## config.mk

```make
export PLATFORM = sky130hd
export DESIGN_NAME = hcc_isqrt
export DESIGN_NICKNAME = d
export VERILOG_FILES = /design/src/rtl/core/hcc_pkg.sv /design/src/rtl/core/hcc_isqrt.sv
export SDC_FILE = /design/constraint.sdc
export NUM_CORES = 1
export LEC_CHECK = 0
export BUFFER_PORTS_ARGS = -buffer_cell sky130_fd_sc_hd__clkbuf_2
export CAP_MARGIN = 15
export CORE_MARGIN = 2
export CORE_UTILIZATION = 55
export CTS_CLUSTER_DIAMETER = 50
export DETAILED_ROUTE_END_ITERATION = 7
export HOLD_SLACK_MARGIN = 0.15
export PLACE_DENSITY_LB_ADDON = 0.12
export SETUP_SLACK_MARGIN = 0.2
export SYNTH_ARGS = -nofsm -noshare
export SYNTH_HDL_FRONTEND = slang
export SYNTH_SLANG_ARGS = --single-unit
```

## constraint.sdc

```tcl
create_clock -name clk -period 3.9 [get_ports clk]
set_input_delay 0.585 -clock clk [delete_from_list [all_inputs] [get_ports clk]]
set_output_delay 0.585 -clock clk [all_outputs]
set_load 0.01 [all_outputs]
```

## src/rtl/core/hcc_pkg.sv

```systemverilog
// hcc_pkg: shared types and constants of the crater carver.
// No dependencies; imported by the interfaces and every module of the block.
package hcc_pkg;

    localparam int POS_W      = 13;   // signed world coordinate
    localparam int ROW_W      = 12;   // surface row / floor row
    localparam int RAD_W      = 8;    // crater radius
    localparam int SUM_W      = 14;   // signed sums of a coordinate and a small offset
    localparam int SQ_W       = 16;   // radius squared and its remainders
    localparam int ROOT_W     = 8;    // floored root of a SQ_W value
    localparam int SQRT_STEPS = 8;    // one result bit per step
    localparam int STEP_W     = 3;

    localparam logic [ROW_W-1:0] FLOOR_RESET = 12'd720;

    typedef enum logic [1:0] {
        ACT_WRITE = 2'd0,
        ACT_CARVE = 2'd1,
        ACT_PROBE = 2'd2,
        ACT_NONE  = 2'd3
    } hcc_action_t;

    typedef enum logic [2:0] {
        ST_IDLE,
        ST_DISPATCH,
        ST_COL,
        ST_SQRT,
        ST_WAIT,
        ST_WR,
        ST_PROBE,
        ST_DONE
    } hcc_state_t;

    // handshake between the sequencer and the root unit
    typedef struct packed {
        logic            start;
        logic [SQ_W-1:0] operand;
    } hcc_sqrt_req_t;

    typedef struct packed {
        logic              done;
        logic [ROOT_W-1:0] root;
    } hcc_sqrt_rsp_t;

endpackage

```

## src/rtl/core/hcc_isqrt.sv

```systemverilog
// hcc_isqrt: floored square root, one result bit per cycle.
// Depends on hcc_pkg (widths, request/response structs).
module hcc_isqrt import hcc_pkg::*;
(
    input  logic          clk,
    input  logic          rst_n,
    input  hcc_sqrt_req_t req,
    output hcc_sqrt_rsp_t rsp
);

    logic [SQ_W-1:0]   v_reg;
    logic [SQ_W-1:0]   res_reg;
    logic [SQ_W-1:0]   bit_reg;
    logic [STEP_W-1:0] cnt_reg;
    logic              busy_reg;
    logic              done_reg;

    logic [SQ_W:0]     trial;
    logic              take;

    assign trial = {1'b0, res_reg} + {1'b0, bit_reg};
    assign take  = {1'b0, v_reg} >= trial;

    always_ff @(posedge clk or negedge rst_n)
    begin
        if (!rst_n)
        begin
            busy_reg <= 1'b0;
            done_reg <= 1'b0;
            cnt_reg  <= '0;
        end
        else
        begin
            done_reg <= 1'b0;
            if (req.start)
            begin
                busy_reg <= 1'b1;
                cnt_reg  <= '0;
            end
            else if (busy_reg)
            begin
                cnt_reg <= cnt_reg + STEP_W'(1);
                if (cnt_reg == STEP_W'(SQRT_STEPS - 1))
                begin
                    busy_reg <= 1'b0;
                    done_reg <= 1'b1;
                end
            end
        end
    end

    // datapath: no reset needed
    always_ff @(posedge clk)
    begin
        if (req.start)
        begin
            v_reg   <= req.operand;
            res_reg <= '0;
            bit_reg <= SQ_W'(1) << (SQ_W - 2);
        end
        else if (busy_reg)
        begin
            if (take)
            begin
                v_reg   <= v_reg - trial[SQ_W-1:0];
                res_reg <= (res_reg >> 1) + bit_reg;
            end
            else
            begin
                res_reg <= res_reg >> 1;
            end
            bit_reg <= bit_reg >> 2;
        end
    end

    assign rsp.done = done_reg;
    assign rsp.root = res_reg[ROOT_W-1:0];

endmodule

```

== After elaboration in Yosys (flattened, before gate mapping) ==
Cells that the tools add are included.
Cells by class
  add/sub/neg operators: 4
  order comparisons: 1
  equal/unequal tests: 1
  mux-type cells: 12
  reduce and logical (&&, ||, !) cells: 3
Operators with widths (count)
  $mux W16: 4
  $add A16 B15 Y17: 1
  $ge A16 B17 Y1: 1
  $add A15 B15 Y16: 1
  $sub A16 B16 Y16: 1
  $mux W1: 6
  $mux W3: 2
  $reduce_bool A2 Y1: 2
  $add A3 B1 Y3 const B: 1
  $eq A3 B3 Y1 const B: 1
  $reduce_and A2 Y1: 1
Word-level totals
  flip-flop bits (word level): 45
  bits of input ports: 19
  output and inout port bits: 9
  word-level logic and storage cells: 27

== Depth between registers and ports, before layout ==
  word-level depth: 5
  depth in mapped cells: 18
  gate-level depth less buffers: 17

== Worst setup path after synthesis ==
OpenSTA, ideal clock, no wires.
  kind: reg2reg
  start: register res_reg[2]
  end: register v_reg[0], enable pin
  setup time: 0.367 ns
  arrival time: 3.513 ns
  required time: 3.533 ns
  setup slack: 0.020 ns
  stages on the path, launching flop included: 15
  path buffers: 1
  clock period less this slack: 3.880 ns
  path through: dfxtp_1 -> ha_1 -> a31oi_1 -> o21bai_1 -> a2111oi_0 -> a2111oi_0 -> nor2_1 -> xor2_1 -> ha_1 -> nand3_1 -> o41ai_2 -> o211ai_2 -> a22oi_4 -> buf_8 -> a21o_1
Between the ends
  cells in the longest elaborated chain, start to end: 4
Ends and longest elaborated chain
  start: declaration: line hcc_isqrt.sv:12  | logic [SQ_W-1:0] res_reg;
  start signal: assignment: line hcc_isqrt.sv:66  | res_reg <= (res_reg >> 1) + bit_reg;
  start signal: assignment: line hcc_isqrt.sv:70  | res_reg <= res_reg >> 1;
  $add A16 B15 Y17: line hcc_isqrt.sv:21  | assign trial = {1'b0, res_reg} + {1'b0, bit_reg};
  $ge A16 B17 Y1: line hcc_isqrt.sv:22  | assign take = {1'b0, v_reg} >= trial;
  $reduce_bool A2 Y1 (no line)
  $reduce_and A2 Y1 (no line)
  end signal: assignment: line hcc_isqrt.sv:57  | v_reg <= req.operand;
  end signal: assignment: line hcc_isqrt.sv:65  | v_reg <= v_reg - trial[SQ_W-1:0];
  end: declaration: line hcc_isqrt.sv:11  | logic [SQ_W-1:0] v_reg;
Every way passes these cells.
A chain may end at the register's enable or synchronous reset.

== Final worst setup path ==
  start: register res_reg[2]
  end: register v_reg[6], enable pin
Same word-level chain as after synthesis.

==> summary.txt <==
Clocking
  • # H-tree levels: 2
  • Root Buffer: clkbuf_8
  • Num CTS Buffers: 5
  • Skew-Pair Late Insertion Delay: 300 ps
  • Clk slew on worst S/H paths: about 90 ps
  • CTS tree: built
  • Max Root-Sink Buffers: 2
  • CTS Sinks: 45

Timing
  • Final hold viol count: 0
  • Slew Limit Headroom: 0.533
  • Final setup viols: 0
  • RSZ-0062 raised after global routing: yes
  • Slew Limit Fails: 0
  • Peak Freq: between 200 and 300 MHz
  • Period utilization: 0.922
  • Setup TNS Final: 0 ps
  • Least-Margin Pin Slew: roughly 700 ps
  • Clock skew: slightly below 8 ps
  • Min cycle time layout: around 3600 ps

Setup path
  • CP Launch Type: register
  • Worst Path Required: ~3900 ps
  • CP max-delay cell: ha_2
  • Top delay family on crit path: compound AO/OA/AOI/OAI gates
  • Max stage delay on crit path: between 300 and 400 ps
  • CP Max Fanout: 16
  • Critical Path, Cell by Cell: ha_2 -> a31oi_4 -> o21bai_2 -> a2111oi_4 -> a2111oi_2 -> nor2_1 -> xor2_1 -> ha_1 -> nand3_1 -> o41ai_2 -> o211ai_2 -> a22oi_4 -> a21o_4
  • Buf/Inv on CP: 0
  • Crit path DAT: 3580 ps
  • Critical path endpoint category: register
  • Critical path type: reg2reg

Synth
  • Yosys warns: 0
  • Distinct cells, synth: 52
  • Post-synth EDFFs: 16
  • Syn Area/Cell: slightly below 9 um^2
  • Register area share after synthesis: 0.309
  • Synthesized flop and latch total: 45
  • Top FF cell, synth: dfxtp_1
  • Cell area after synthesis: about 0.0035 mm^2
  • Synth Net Count: 453
  • Post-Syn Instances: roughly 400
  • Async S/R FF share, synth: 0.111

Final layout
  • Number of nets in the layout: slightly below 500
  • Final Util: 0.637
  • Commonest non-fill, non-tap cells in the layout: nand2_1 (48), ha_1 (34), nor2_1 (33), o21ai_0 (33), clkbuf_2 (27)
  • Commonest non-fill, non-tap cell in the layout: nand2_1
  • Layout cell share with drive strength beyond 1: 0.191
  • Antenna diodes: 0
  • Area grow syn2layout: 13.8%
  • Fillcell total: 538

Detailed routing
  • Final antenna-violating net count: 0
  • Via density: roughly 5.8
  • Routed WL: around 7800 um
  • 1st-iter DRT viols: approximately 130
  • DR DRC count: 0
  • Routed len/inst: about 15 um
  • DR pass1 iterations: 4
  • Vias: approximately 3000

Run status
  • Status: finished clean

Die
  • IO Count: 28
  • Chip height: between 80 and 90 um
  • Core area: ~0.0063 mm^2
  • Die area: between 0.007 and 0.008 mm^2
  • Core Rows: 29
  • Die W: around 84 um
  • Initial Util: 0.559

Place
  • Gpl congestion: between 0.8 and 0.9
  • IO buf count: 27
  • Detailed placement HPWL: approximately 5700 um

Power and ir drop
  • Switching power: 1.09 mW
  • Combinational share of power: 0.583
  • Worst vdd ir: ~0.00048 V
  • Internal power: ~1.5 mW
  • Power per standard cell area: about 640 mW/mm^2
  • Switching part of the total: 0.426
  • Leakage: approximately 1.8 nW
  • Part of the power in registers: 0.285
  • Power share of the clock group: 0.132

Flow run
  • Max cap viols: 0

Global routing
  • First-pass GRT wire length: between 10000 and 15000 um
  • Vias in the first global route: between 2000 and 3000
  • Largest net degree at the start of global routing: 27
  • Antenna violations before repair: 0
  • Total gr overflow: 0
  • Tot GR Track Use: 0.228

Min path
  • Worst hold path class: reg2reg
==> cells in the mapped netlist (7+ instances only) <==
library cell	instances	share of area
nand2_1	48	0.051
ha_1	36	0.13
o21ai_0	36	0.051
nor2_1	33	0.035
dfxtp_1	24	0.14
a21oi_1	21	0.030
xnor2_1	21	0.052
mux2i_1	18	0.051
xor2_1	17	0.042
edfxtp_1	16	0.14
inv_1	12	0.013
a31oi_1	11	0.020
buf_4	9	0.019
clkbuf_1	8	0.0086
o21ai_1	7	0.010
==> final timing paths <==
| path | startpoint | endpoint | slack (ps) | depth (start not counted) |
|---|---|---|---|---|
| setup / recovery | res_reg[2] | v_reg[6] | 310 | 13 |
| hold / removal | res_reg[0] | res_reg[0] | 490 | 2 |
| setup reg to reg | res_reg[2] | v_reg[6] | 310 | 13 |
| hold reg to reg | res_reg[0] | res_reg[0] | 490 | 2 |
| max in group asynchronous | rst_n | cnt_reg[0] | 3150 | 2 |
| min in group asynchronous | rst_n | busy_reg | 620 | 2 |
==> kinds of logic after synthesis <==
logic type,synth area share
DFF,0.309
adders and majority gates,0.134
xor gates and xnor gates,0.0948
AOI/OAI and AO/OA,0.215
buffers and inverters,0.0506
muxes,0.0609
and+or+nand+nor,0.136
==> metrics by stage <==
stage                     area [um^2]  hold WS, ps  setup slack, ps  std cells  power, mW
final                            4000          495              305        507       2.57
after global routing             4000          514              116        507       2.76
after CTS                        3840          499              200        500       2.45
after detailed placement         3710          406             85.0        491       2.08
after global placement           3710          403              185        491       2.05
after floorplan                  3520          289              251        397       1.81
==> worst register-to-register path, stage by stage (launching register included) <==
cell and delay, ps:
dfxtp_1 330, ha_2 380, a31oi_4 110, o21bai_2 240, a2111oi_4 110, a2111oi_2 360
nor2_1 140, xor2_1 170, ha_1 360, nand3_1 110, o41ai_2 260, o211ai_2 180
a22oi_4 220, a21o_4 310
==> routing by layer <==
metal / vias up / part of all wire / global-route usage
met5: - / 0 / 0
met4: 0 / 0.014 / 0.0630
met3: 12 / 0.027 / 0.0336
met2: 52 / 0.48 / 0.389
met1: 1381 / 0.48 / 0.300
li1: 1501 / - / -
==> power by group through the flow <==
stage | clock, mW | combinational (mW) | sequential (mW)
2_1_floorplan | 0 | 1.09 | 0.717
3_3_place_gp | 0 | 1.31 | 0.741
3_5_place_dp | 0 | 1.34 | 0.744
4_1_cts | 0.350 | 1.36 | 0.733
5_1_grt | 0.363 | 1.65 | 0.747
6_report | 0.340 | 1.50 | 0.733
==> area by class of cell <==
class | count | area [um^2] | share of cell area
Sequential cell | 45 | 1090 | 0.272
Clock inverter | 1 | 8.76 | 0.00219
Inverter | 12 | 45.0 | 0.0113
Timing Repair Buffer | 47 | 300 | 0.0751
Multi-Input combinational cell | 318 | 2360 | 0.591
Clock buffer | 7 | 97.6 | 0.0244
Tap cell | 77 | 96.3 | 0.0241
==> repair_timing <==
action / 4_1_cts / 5_1_grt
hold buffers: 1 / 0
endpoints found under the hold margin: 5 / 0
pin swaps: 0 / 10
resized for setup: 3 / 23
endpoints found under the setup margin: 27 / 35
setup buffers: 0 / 7
No activity file was read; power rests on OpenSTA's default activity.
